$ cat src/rtl/rgmm_div.sv
// ----------------------------------------------------------------------------
// rgmm_div
// Radix-2 restoring divider: signed 25-bit dividend by unsigned 16-bit
// divisor, quotient truncated toward zero, one bit per cycle.
// ----------------------------------------------------------------------------
module rgmm_div (
	input  logic               clk,
	input  logic               arst_n,
	input  logic               start,
	input  logic signed [24:0] dividend,
	input  logic [15:0]        divisor,
	output logic               busy,
	output logic               done,
	output logic signed [31:0] quotient
);

	logic        busy_q;
	logic        done_q;
	logic        neg_q;
	logic [4:0]  cnt_q;
	logic [16:0] rem_q;
	logic [24:0] quo_q;
	logic [15:0] div_q;
	logic [16:0] trial;
	logic        fits;

	assign trial = {rem_q[15:0], quo_q[24]};
	assign fits  = trial >= {1'b0, div_q};

	always_ff @(posedge clk or negedge arst_n) begin
		if (!arst_n) begin
			busy_q <= 1'b0;
			done_q <= 1'b0;
			cnt_q  <= '0;
		end else begin
			done_q <= 1'b0;
			if (start) begin
				busy_q <= 1'b1;
				cnt_q  <= 5'd24;
			end else if (busy_q) begin
				if (cnt_q == 5'd0) begin
					busy_q <= 1'b0;
					done_q <= 1'b1;
				end else begin
					cnt_q <= cnt_q - 5'd1;
				end
			end
		end
	end

	always_ff @(posedge clk) begin
		if (start) begin
			neg_q <= dividend[24];
			quo_q <= dividend[24] ? 25'(-dividend) : 25'(dividend);
			rem_q <= '0;
			div_q <= divisor;
		end else if (busy_q) begin
			rem_q <= fits ? (trial - {1'b0, div_q}) : trial;
			quo_q <= {quo_q[23:0], fits};
		end
	end

	assign busy     = busy_q;
	assign done     = done_q;
	assign quotient = neg_q ? -{7'd0, quo_q} : {7'd0, quo_q};

endmodule

$ cat config.mk
export PLATFORM = sky130hd
export DESIGN_NAME = rgmm_div
export DESIGN_NICKNAME = d
export VERILOG_FILES = /design/src/rtl/rgmm_div.sv
export SDC_FILE = /design/constraint.sdc
export NUM_CORES = 1
export LEC_CHECK = 0
export BUFFER_PORTS_ARGS = -buffer_cell sky130_fd_sc_hd__buf_4
export CORE_ASPECT_RATIO = 0.8
export CORE_MARGIN = 5
export CORE_UTILIZATION = 30
export CTS_CLUSTER_SIZE = 28
export DETAILED_ROUTE_END_ITERATION = 8
export HOLD_SLACK_MARGIN = 0.15
export PLACE_DENSITY_LB_ADDON = 0.1
export SETUP_SLACK_MARGIN = 0.5
export SKIP_LAST_GASP = 1
export SYNTH_ARGS = -nofsm -noshare
export SYNTH_HDL_FRONTEND = slang
export SYNTH_SLANG_ARGS = --single-unit
$ cat constraint.sdc
create_clock -name clk -period 3.7 [get_ports clk]
set_input_delay 0.74 -clock clk [delete_from_list [all_inputs] [get_ports clk]]
set_output_delay 0.74 -clock clk [all_outputs]
set_load 0.005 [all_outputs]
==> run summary <==
Cells fill 39.4% of the core in the end. The run gives 2580 ps as the data arrival time of the worst path. The repair_antennas step left the layout with diodes totalling 0. The run gives 545 as the post-synth net total. The number of antenna violations at the first check in global routing is 0.

The critical path goes through or3_4, or4_4, or3_4, o21ai_1, xnor2_1, buf_4. The half-perimeter wire length after detailed placement came out at 8540 µm. The via count of the routed design came out at 3,690. The startpoint identified for the worst register-to-register timing path is div_q[1].

The buffer and inverter count on the worst path is 1, and the number of levels the H-tree was split into is 3. The final clock period utilization by the worst path came out at 89.7%. Synthesis warning total: 0. The average instance in the mapped netlist occupies 9.30 µm².

The tools report the pin count of the biggest net entering global routing as 77. In this run, synthesis produced a sequential element count of 65. The total placed cells including tap cells was 718. In this run the critical register-to-register path is captured at rem_q[14]. Worst-case headroom to the max-slew limit: 29.7%. In the global route stage, met1 resource usage came out at 19.9%. The clock sink count was 65. The count of nets left with antenna violations once routing finished came out at 0. The worst setup path is captured at an output pin. Global routing consumed, on the met2 layer, 19.8% of the routing resources. Critical path launch point type: a flip-flop.

The I/O pin count was 78. Number of global-route vias before repair: 3,744. Counting the fill cells in the layout gives 1,477. Dividing the detail-routed via count by the number of cells gives 4.91. Combinational logic is responsible for 43.4% of the overall power. The distinct cell type count of the synthesized netlist is 58. The pre-antenna-repair detailed-routing pass consisted of 4 iterations. Across the run, the number of max-cap violations was 0. Setup violations remaining at the end of the flow were counted as 0.

The floorplan has 39 rows. Global routing finished with a remaining overflow of 0. The congestion estimate from routability-driven global placement came to 0.809. The final number of max-transition violations came out at 0. In this run the worst hold path is classified as primary input to async pin. The final period demand of the worst path was 3320 ps.

met1 is the most crowded layer. TritonCTS built the clock tree. The critical path in this run is classified as flip-flop to output pin. For this design the ratio of total power to cell area is 565 nW/µm². The number of cells traversed by the worst register-to-register path is 10. The portion of the post-synthesis area used by sequential elements came out at 39.3%.

The switching share of power was 35.8%. In this run, post-CTS hold repair placed 0 buffers. The routed design has 11,500 µm of wire. After synthesis, the share of flip-flops with an asynchronous set or reset is 10.8%.

Measured along the y axis, the die boundary spans 119 µm. In this run the standard cell core region covers 14,400 µm². For this run, global-route usage on met3 was measured as 4.10%. In this run, the number of DRC markers left after iteration 0 of detailed routing was 211. In the final timing run, aggregate negative setup slack is 0 ps.

Hold violation total from the final report: 0. The cell that appears most often on the critical path is sky130_fd_sc_hd__or3_4. The design draws 3.21 mW. The clock network fraction of design power is 23.5%, and the average wire per cell in the routed design is 15.3 µm. The tools report the final-stage net count as 627. In this run the horizontal extent of the chip is 146 µm.

The wire length of the first global-routing pass was 19,400 µm; the latest clock arrival within the worst-skew pair was 330 ps. Setup slack on the worst reg-to-reg path comes out at 780 ps. Once the floorplan was initialized, standard cells occupied 30.9% of the core. The gate count of the mapped netlist was 480; the number of port buffers was 77.

The peak per-stage delay on the critical path is 530 ps. For the number of CTS-inserted buffers, the log shows 9. The run finished with clean final reports.

Leaving out filler cells and counting taps, the final layout contains 751. The overall track demand over capacity in global routing was 13.6%; the overall die area was 17,400 µm². The internal portion of the total power is 2.06 mW. IR analysis of the VDD net gives a maximum drop of 286 µV. Among all flip-flop cells after synthesis, the most frequent one is sky130_fd_sc_hd__edfxtp_1. The tools report the leakage power summed over all cells as 2.40 nW. For this design the total switching power over the nets is 1.15 mW.

The synthesized design contains 42 enable-type register cells. Setup repair after global routing could not meet its margin everywhere. Counting along the longest clock path gives a buffer depth of 2. Cells with a size suffix above 1 make up 24.5% of the layout.

Based on the critical path, the design can be clocked at up to 0.301 GHz. For the pin with the worst max-slew slack, the measured transition is 1050 ps. From synthesis to final layout, the design area changed by 27.4%. The clock transition at the registers of the reported paths is 60 ps. The kind of cell with the highest combined delay along the critical path is simple AND/OR/NAND/NOR gates. The proportion of power drawn by flip-flops and latches came out at 33.1%. Library cell contributing the largest single delay on the critical path: sky130_fd_sc_hd__or4_4.

The required time at the endpoint of the critical path came out at 2960 ps. In this run the clock root is driven by a sky130_fd_sc_hd__clkbuf_16. The detailed-route DRC error count was 0. The maximum net fanout on the critical path came out at 7. The cell area that synthesis handed to floorplanning was 4460 µm².

The worst clock skew was 6.71 ps.
-- per-stage QoR --
step                      instance area [µm²]  hold WS [ps]  setup WS, ps
after floorplan                          4460           444           750
after global placement                   5210           493           459
after detailed placement                 5210           489           444
after CTS                                5640           203           395
after global routing                     5690           206           285
final                                    5690           214           382
-- power groups by stage --
| stage | Sequential [mW] | Combinational, mW | Clock (mW) |
|---|---|---|---|
| finish | 1.06 | 1.39 | 0.755 |
| global placement | 1.08 | 1.34 | 0 |
| floorplan | 1.04 | 0.971 | 0 |
| global route | 1.09 | 1.56 | 0.815 |
| CTS | 1.06 | 1.39 | 0.779 |
| detailed placement | 1.08 | 1.34 | 0 |
-- worst max-delay path by stage --
stage	endpoint	cells past startpoint	slack (ps)	start
floorplan	quotient[19]	7	750	quo_q[10]
CTS	quotient[23]	6	400	quo_q[3]
detailed placement	quotient[19]	7	440	quo_q[10]
global placement	quotient[19]	6	460	quo_q[5]
finish	quotient[20]	6	380	quo_q[3]
global route	quotient[23]	6	280	quo_q[3]
-- cells in the mapped netlist (4+ instances only) --
cell                       number  share of area, %
sky130_fd_sc_hd__nor2_1        52               4.4
sky130_fd_sc_hd__edfxtp_1      42                28
sky130_fd_sc_hd__a21oi_1       34               3.8
sky130_fd_sc_hd__xnor2_1       34               6.7
sky130_fd_sc_hd__nand2_1       30               2.5
sky130_fd_sc_hd__xor2_1        27               5.3
sky130_fd_sc_hd__inv_1         25               2.1
sky130_fd_sc_hd__clkbuf_1      22               1.8
sky130_fd_sc_hd__ha_1          20               5.6
sky130_fd_sc_hd__dfxtp_1       16               7.2
sky130_fd_sc_hd__o21ai_0       14               1.6
sky130_fd_sc_hd__o31ai_1       13               2.2
sky130_fd_sc_hd__a211oi_1      12               2.0
sky130_fd_sc_hd__mux2i_1       12               2.7
sky130_fd_sc_hd__or3_1         11               1.5
sky130_fd_sc_hd__nor4_1         9               1.3
sky130_fd_sc_hd__a21o_1         7               1.2
sky130_fd_sc_hd__dfrtp_1        7               3.9
sky130_fd_sc_hd__o31a_1         7               1.4
sky130_fd_sc_hd__o21ai_1        6              0.67
sky130_fd_sc_hd__nand3_1        5              0.56
sky130_fd_sc_hd__nand4_1        5              0.70
sky130_fd_sc_hd__nor3_1         5              0.56
sky130_fd_sc_hd__o31ai_2        5               1.4
sky130_fd_sc_hd__or4_1          5              0.84
sky130_fd_sc_hd__nand2b_1       4              0.56
-- placed cells by master (no fill, tap or decap), types with 14 or more instances in the layout --
cell / instances
sky130_fd_sc_hd__buf_4: 99
sky130_fd_sc_hd__nor2_1: 52
sky130_fd_sc_hd__edfxtp_1: 42
sky130_fd_sc_hd__xnor2_1: 34
sky130_fd_sc_hd__a21oi_1: 34
sky130_fd_sc_hd__nand2_1: 30
sky130_fd_sc_hd__xor2_1: 27
sky130_fd_sc_hd__inv_1: 25
sky130_fd_sc_hd__ha_1: 20
sky130_fd_sc_hd__dfxtp_1: 16
sky130_fd_sc_hd__o21ai_0: 14
-- cell families (layout without fill, tap and decap cells) --
| logic type | Yosys count | in the layout | share of synthesized area [%] |
|---|---|---|---|
| adder cells (fa/ha/maj) | 21 | 21 | 6.05 |
| AND/OR/NAND/NOR | 143 | 143 | 16.0 |
| multiplexers | 13 | 13 | 2.94 |
| XOR/XNOR | 61 | 61 | 12.0 |
| flip-flops | 65 | 65 | 39.3 |
| AO/OA/AOI/OAI | 122 | 122 | 18.9 |
| buffers and inverters | 55 | 142 | 4.79 |
-- repair_timing --
item                       in CTS  in global routing
pin swaps                       5                  4
setup endpoints to repair      18                 18
gates resized for setup        14                  1
setup buffers                  12                  5
-- final cells by class --
type	instances	area (µm²)	area share [%]
flip-flops and latches	65	1760	30.9
clock buffers	9	225	3.96
well taps	184	230	4.05
multi-input cells	360	2580	45.3
repair buffers	100	763	13.4
clock inverters	7	37.5	0.660
inverters	26	97.6	1.72
-- flip-flops by register name, summed over array words and instances (netlist names) --
name and flops:
quo_q 25, neg_q 1, done 1, cnt_q 5, busy 1, div_q 16, rem_q 16
-- routing by layer --
metal | vias up | wire (µm)
met1 | 1714 | 6150
met2 | 61 | 4710
met5 | - | 0
met3 | 8 | 547
met4 | 0 | 118
li1 | 1907 | -
-- worst reg2reg max path: stages (launching register included) --
cell	delay, ps
sky130_fd_sc_hd__edfxtp_1	390
sky130_fd_sc_hd__inv_1	60
sky130_fd_sc_hd__ha_1	280
sky130_fd_sc_hd__nor2b_1	180
sky130_fd_sc_hd__o2111ai_1	180
sky130_fd_sc_hd__a2111oi_1	540
sky130_fd_sc_hd__o31ai_1	170
sky130_fd_sc_hd__and2_1	330
sky130_fd_sc_hd__buf_12	230
sky130_fd_sc_hd__nor4_1	310
sky130_fd_sc_hd__nor4_1	90
(Power assumes the default switching activity.)
