[config.mk]
export PLATFORM = sky130hd
export DESIGN_NAME = rgmm_ram
export DESIGN_NICKNAME = d
export VERILOG_FILES = /design/src/rtl/rgmm_ram.sv
export SDC_FILE = /design/constraint.sdc
export NUM_CORES = 1
export LEC_CHECK = 0
export ABC_CLOCK_PERIOD_IN_PS = 3560
export BUFFER_PORTS_ARGS = -buffer_cell sky130_fd_sc_hd__buf_4
export CAP_MARGIN = 20
export CORE_AREA = 5 5 177 111
export CTS_CLUSTER_DIAMETER = 60
export DETAILED_ROUTE_END_ITERATION = 10
export DIE_AREA = 0 0 182 116
export SLEW_MARGIN = 10
export SYNTH_ARGS = -nofsm -noshare
export SYNTH_HDL_FRONTEND = slang
export SYNTH_SLANG_ARGS = --single-unit
[constraint.sdc]
create_clock -name clk -period 3.56 [get_ports clk]
set_input_delay 0.356 -clock clk [delete_from_list [all_inputs] [get_ports clk]]
set_output_delay 0.356 -clock clk [all_outputs]
set_load 0.02 [all_outputs]
[src/rtl/rgmm_ram.sv]
// ----------------------------------------------------------------------------
// rgmm_ram
// Generic single-port-write, single-port-read RAM with registered read data.
// ----------------------------------------------------------------------------
module rgmm_ram #(
	parameter int W     = 8,
	parameter int DEPTH = 16,
	localparam int AW   = (DEPTH > 1) ? $clog2(DEPTH) : 1
) (
	input  logic          clk,
	input  logic          we,
	input  logic [AW-1:0] waddr,
	input  logic [W-1:0]  wdata,
	input  logic          re,
	input  logic [AW-1:0] raddr,
	output logic [W-1:0]  rdata
);

	logic [W-1:0] mem [DEPTH];

	always_ff @(posedge clk) begin
		if (we) begin
			mem[waddr] <= wdata;
		end
		if (re) begin
			rdata <= mem[raddr];
		end
	end

endmodule

==> results of run 1 <==
## cell usage in the layout (no fill, tap or decap)
cell / count
mux4_2: 18
buf_4: 30
a22oi_1: 16
mux4_1: 14
nand3_1: 1
or3b_2: 1
edfxtp_1: 136
clkbuf_16: 17
nand2_1: 9
nand2b_1: 2
and2_1: 1
clkinv_2: 1
bufinv_16: 5
clkinvlp_4: 5
nor2b_1: 1
clkinv_1: 4
nand3b_1: 2
nor3_1: 4
and2b_1: 1
nor2_1: 13
## worst max-delay path: stages
cell     delay (ns)
buf_4          0.48
mux4_1         0.68
a22oi_1        0.21
nand2_1        0.10
## logic make-up after synthesis
group,count (synthesis),synth area share
compound gates,16,0.0230
simple gates,35,0.0314
mux,32,0.148
flops,136,0.781
buf+inv,10,0.0165
## where the power goes
group / switching, mW / internal [mW] / leakage [nW] / total [mW]
combinational: 0.101 / 0.0728 / 0.516 / 0.174
clock: 0.638 / 1.23 / 0.291 / 1.87
sequential: 0.0122 / 1.80 / 1.24 / 1.82
## per-stage QoR
stage / setup slack (ns) / area [um^2] / hold WS, ns / cells / utilization
2_1_floorplan: 1.71 / 5230 / 0.455 / 229 / -
3_3_place_gp: 1.40 / 5670 / 0.661 / 489 / 0.320
3_5_place_dp: 1.41 / 5670 / 0.674 / 489 / 0.320
4_1_cts: 1.84 / 6300 / 0.243 / 521 / 0.355
5_1_grt: 1.75 / 6300 / 0.257 / 521 / 0.355
6_report: 1.85 / 6300 / 0.254 / 521 / 0.355
## flip-flops by register name, indices dropped and copies added, names as in the netlist
signal / cells
rdata: 8
mem: 128
## layout make-up
cell class,instances,share of cell area
clock inverters,15,0.0330
well taps,240,0.0477
repair buffers,30,0.0357
clock buffers,17,0.0675
flip-flops and latches,136,0.648
multi-input cells,83,0.168
## worst paths after layout
check	startpoint	to
worst max register to register	mem[5][0]	rdata[0]
worst min-delay path	wdata[2]	mem[4][2]
worst min register to register	mem[4][1]	rdata[1]
worst max-delay path	raddr[0]	rdata[0]
## routing by layer
metal	global-route usage	up-vias	share of wire
li1	-	1063	-
met1	0.159	1281	0.50
met2	0.148	88	0.43
met3	0.0320	10	0.064
met4	0.0415	0	0.0089
met5	0	-	0
==> run_results.csv, run 1 <==
group,metric,value,unit
timing,rsz0062_at_grt,"no",
drt,viasPerCell,4.69,
power_and_ir_drop,vdd_drop_max,196,uV
clock_tree,htree_levels,4,
drt,drtPass1Iterations,4,
global_route,grt_pass1_wl,16.1,mm
global_route,grt_overflow_total,0,
power_and_ir_drop,power_density,613,nW/um^2
synthesis,ys_types,18,
floorplan,die-area,21100,um^2
worst_setup_path,critPathArrivalTime,1.86,ns
finish,drive_gt1_frac,0.274,
power_and_ir_drop,power.leakage,2.04,nW
global_route,antenna_found_initial,0,
synthesis,seq_area_frac_synth,0.781,
drt,routedWlPerCell,20.1,um
worst_setup_path,cp-end-kind,"flip-flop",
synthesis,syn_area_per_cell,22.8,um^2
synthesis,synth_warnings,0,
worst_setup_path,reg2reg_depth,3,
timing,tns,0,ns
run,max_cap_viol_count,0,
synthesis,synth_area_leaders,"edfxtp_1 (78%), mux4_2 (7.8%), mux4_1 (7.0%)",
synthesis,synthesis.nets,248,
timing,max_freq,0.585,GHz
global_route,gr-usage-all-layers,0.107,
timing,fin_skew,0.00786,ns
floorplan,core,17700,um^2
timing,final.period_utilization,0.480,
clock_tree,cts_buffer_depth,2,
global_route,grt_pass1_vias,2551,
clock_tree,cts_buffers,17,
clock_tree,path_clk_slew,0.06,ns
synthesis,yosys.area.top_type,"edfxtp_1",
clock_tree,cts_tree,"done",
status,run_status,"completed",
synthesis,synth_top_area_frac,0.781,
finish,nets,287,
synthesis,synthCells,229,
timing,final_hold_viol_count,0,
synthesis,ys_async_sr_fraction,0,
hold_path,min_path_cells,1,
finish,multi_input_area,1060,um^2
timing,tightest_slew,0.990,ns
global_route,grt_max_degree,33,
synthesis,synth.cell_area,5230,um^2
power_and_ir_drop,p_total,3.86,mW
drt,drtIter0Drc,202,
finish,num_antenna_cells,0,
clock_tree,cts_resized,0,
clock_tree,postCtsHoldBufs,0,
synthesis,synth_edf_count,136,
floorplan,die_y,116,um
placement,dpl.hpwl,6.93,mm
finish,seq_area,4080,um^2
hold_path,hold_path_class,"input pin to flip-flop",
clock_tree,cts_sinks,136,
worst_setup_path,r2r_setup_slack,2.06,ns
drt,ant_nets,0,
floorplan,ios,27,
timing,maxSlewViolCount,0,
timing,setup_viol_count_final,0,
floorplan,fp.dieW,182,um
worst_setup_path,path_class,"input pin to flip-flop",
synthesis,synthFlopType,"edfxtp_1",
drt,num_vias,2442,
drt,drc_errors,0,
synthesis,synth_common_cells,"edfxtp_1 (136), mux4_2 (18), a22oi_1 (16)",
timing,period_needed,1.71,ns
finish,num-fill-cells,1618,
floorplan,rows,38,
clock_tree,post_cts_buffers,0,
worst_setup_path,start_kind,"input pin",
synthesis,ys_seq_elements,136,
placement,routabilityCongestion,0.771,
finish,syn_to_final_growth,20.5,%
synthesis,synth.most_common_cell,"edfxtp_1",
worst_setup_path,crit_fanout,32,
floorplan,start_util,0.295,
placement,port_buffers,26,
clock_tree,worstSkewPairLatency,0.41,ns
worst_setup_path,worstPathRequired,3.71,ns
drt,wl,10.5,mm
clock_tree,root_buffer,"clkbuf_16",
timing,relSlewSlack,0.337,
No activity file was read; power rests on OpenSTA's default activity.
==> inputs of run 2 (changes only) <==
- ABC_AREA: unset -> 1
- ABC_CLOCK_PERIOD_IN_PS: 3560 -> 1600
- CORE_AREA: 5 5 177 111 -> 5 5 187 117
- DIE_AREA: 0 0 182 116 -> 0 0 192 122
- clock period: 3.56 -> 1.6 ns (I/O delays scaled with it)
==> run 2 against run 1 <==
Clock-buffer cell count did not move. Sequential cell count is the same. Largest cell class unchanged. Clock power up 110%. Critical path type is now flip-flop to primary output. First-iteration DRC count rose by 81%. Power grew 120%. Non-clock buffer count rose by 18. Routed wire length increased by 34%. Core utilization decreased by 0.84 points. Sequential share of layout area is 6.7 points lower. Highest routed layer unchanged. Combinational power grew to 3.0 times the previous value. Sequential power increased by 120%.
==> run_results.csv, run 2 <==
group,metric,value,unit
status,run_status,"completed",
timing,fin_skew,0.00598,ns
finish,drive_gt1_frac,0.133,
worst_setup_path,cp_slowest_cell,"edfxtp_1",
timing,setup_viol_count_final,0,
synthesis,ys_seq_elements,136,
synthesis,synth.cell_area,5850,um^2
worst_setup_path,crit_family,"flip-flops",
clock_tree,cts_tree,"done",
clock_tree,postCtsHoldBufs,0,
placement,preCtsSetupSlack,0.244,ns
floorplan,fp.dieW,192,um
drt,num_vias,3803,
placement,dpl.hpwl,9.14,mm
synthesis,synth_top_area_frac,0.698,
floorplan,start_util,0.289,
clock_tree,cts_buffer_depth,2,
worst_setup_path,cp-end-kind,"primary output",
worst_setup_path,worstPathRequired,1.44,ns
floorplan,die-area,23400,um^2
synthesis,synthesis.nets,570,
timing,final_hold_viol_count,0,
finish,nets,613,
power_and_ir_drop,p_comb_frac,0.061,
finish,largest_reg_flops,128,
power_and_ir_drop,power.leakage,2.97,nW
synthesis,ys_types,11,
timing,tns,0,ns
synthesis,syn_area_per_cell,10.6,um^2
placement,placed_cells,854,
power_and_ir_drop,power_density,1210,nW/um^2
placement,routabilityCongestion,0.763,
synthesis,synth_area_leaders,"edfxtp_1 (70%), nand2_1 (11%), nand3_1 (8.3%)",
synthesis,synth_common_cells,"nand2_1 (173), edfxtp_1 (136), inv_1 (100)",
worst_setup_path,path_class,"flip-flop to primary output",
finish,fin_cells,886,
worst_setup_path,worstSetupStartpoint,"rdata[6]",
worst_setup_path,crit_fanout,1,
floorplan,ios,27,
clock_tree,path_clk_slew,0.06,ns
global_route,grt_pass1_vias,3714,
clock_tree,htree_levels,4,
synthesis,synthCells,551,
worst_setup_path,path_buf_inv,1,
synthesis,synth.most_common_cell,"nand2_1",
drt,drtIter0Drc,365,
global_route,grt_pass1_wl,22.0,mm
hold_path,min_path_cells,1,
finish,largest_register,"mem",
synthesis,seq_area_frac_synth,0.698,
global_route,grt_max_degree,65,
finish,num_antenna_cells,0,
finish,num-fill-cells,2015,
finish,final_cell_mix,"nand2_1 (173), edfxtp_1 (136), inv_1 (100)",
power_and_ir_drop,seqPwrFrac,0.474,
worst_setup_path,reg2reg_depth,6,
power_and_ir_drop,vdd_drop_max,805,uV
finish,syn_to_final_growth,20.2,%
hold_path,hold_path_class,"input pin to flip-flop",
power_and_ir_drop,clkPwrFrac,0.465,
hold_path,worstHoldStart,"wdata[7]",
timing,setup_ws,0.364,ns
drt,drc_errors,0,
run,max_cap_viol_count,0,
timing,relSlewSlack,0.716,
worst_setup_path,critPathArrivalTime,1.08,ns
synthesis,synth_warnings,0,
drt,wl,14.0,mm
timing,maxSlewViolCount,0,
synthesis,synthFlopType,"edfxtp_1",
worst_setup_path,cp.depth,1,
worst_setup_path,r2r_start,"mem[3][3]",
clock_tree,post_cts_buffers,0,
drt,viasPerCell,4.29,
placement,port_buffers,26,
floorplan,core,20300,um^2
power_and_ir_drop,p_switching,1.89,mW
floorplan,rows,41,
power_and_ir_drop,swShare,0.222,
finish,fin_util,0.347,
global_route,grt_overflow_total,0,
clock_tree,cts_buffers,17,
clock_tree,root_buffer,"clkbuf_16",
drt,ant_nets,0,
global_route,gr-usage-all-layers,0.129,
floorplan,die_y,122,um
clock_tree,cts_sinks,136,
worst_setup_path,path_cells,"buf_4",
timing,rsz0062_at_grt,"no",
synthesis,yosys.area.top_type,"edfxtp_1",
timing,max_freq,0.809,GHz
drt,routedWlPerCell,15.8,um
synthesis,synth_edf_count,136,
finish,largestRegisters,"mem x128, rdata x8",
timing,period_needed,1.24,ns
global_route,antenna_found_initial,0,
power_and_ir_drop,p_total,8.53,mW
worst_setup_path,start_kind,"flip-flop",
synthesis,ys_async_sr_fraction,0,
clock_tree,cts_resized,0,
timing,final.period_utilization,0.773,
clock_tree,worstSkewPairLatency,0.41,ns
worst_setup_path,max_stage_delay,0.46,ns
finish,final_common_cell,"nand2_1",
power_and_ir_drop,power.internal,6.64,mW
drt,drtPass1Iterations,5,
timing,tightest_slew,0.427,ns
run 2: cell types whose count changed in the layout (fill, tap and decap cells not counted), moves of 14 or more:
cell and change:
mux4_2 -18, nand2_1 +164, a22oi_1 -16, nand3_1 +96, inv_1 +100, mux4_1 -14
buf_4 +15
run 2: metrics by stage:
stage                     hold slack (ns)  cell area (um^2)
final                              0.0658              7030
after floorplan                     0.259              5850
after global routing               0.0706              7030
after CTS                          0.0609              7030
after global placement              0.494              6430
after detailed placement            0.497              6430
run 2: cell families after synthesis:
family / after synthesis / share of synthesized area
and+or+nand+nor: 289 / 0.208
DFF: 136 / 0.698
buffers and inverters: 126 / 0.0939
run 2: power by group through the flow:
stage	logic, mW	registers, mW	clock network (mW)
after floorplan	0.281	4.13	0
after CTS	0.531	4.04	4.04
after detailed placement	0.529	4.12	0
final	0.523	4.04	3.97
after global routing	0.586	4.05	4.23
after global placement	0.523	4.12	0
run 2: final timing paths:
path	endpoint	slack, ns
worst min register to register	rdata[5]	0.74
worst max register to register	rdata[3]	0.52
worst min-delay path	mem[3][7]	0.07
worst max-delay path	rdata[6]	0.36
run 2: area by class of cell:
type,count,area [um^2],area share
sequential,136,4080,0.581
multi-input combinational,289,1210,0.173
clock buffer,17,425,0.0605
timing repair buffer,48,398,0.0566
inverter,102,383,0.0545
tap,279,349,0.0497
clock inverter,15,175,0.0249
run 2: routing by layer:
metal,global-route usage,share of wire,vias to the layer above
met4,0.0298,0.0084,0
met1,0.207,0.51,1776
li1,-,-,1867
met2,0.166,0.39,147
met5,0,0,-
met3,0.0378,0.099,13
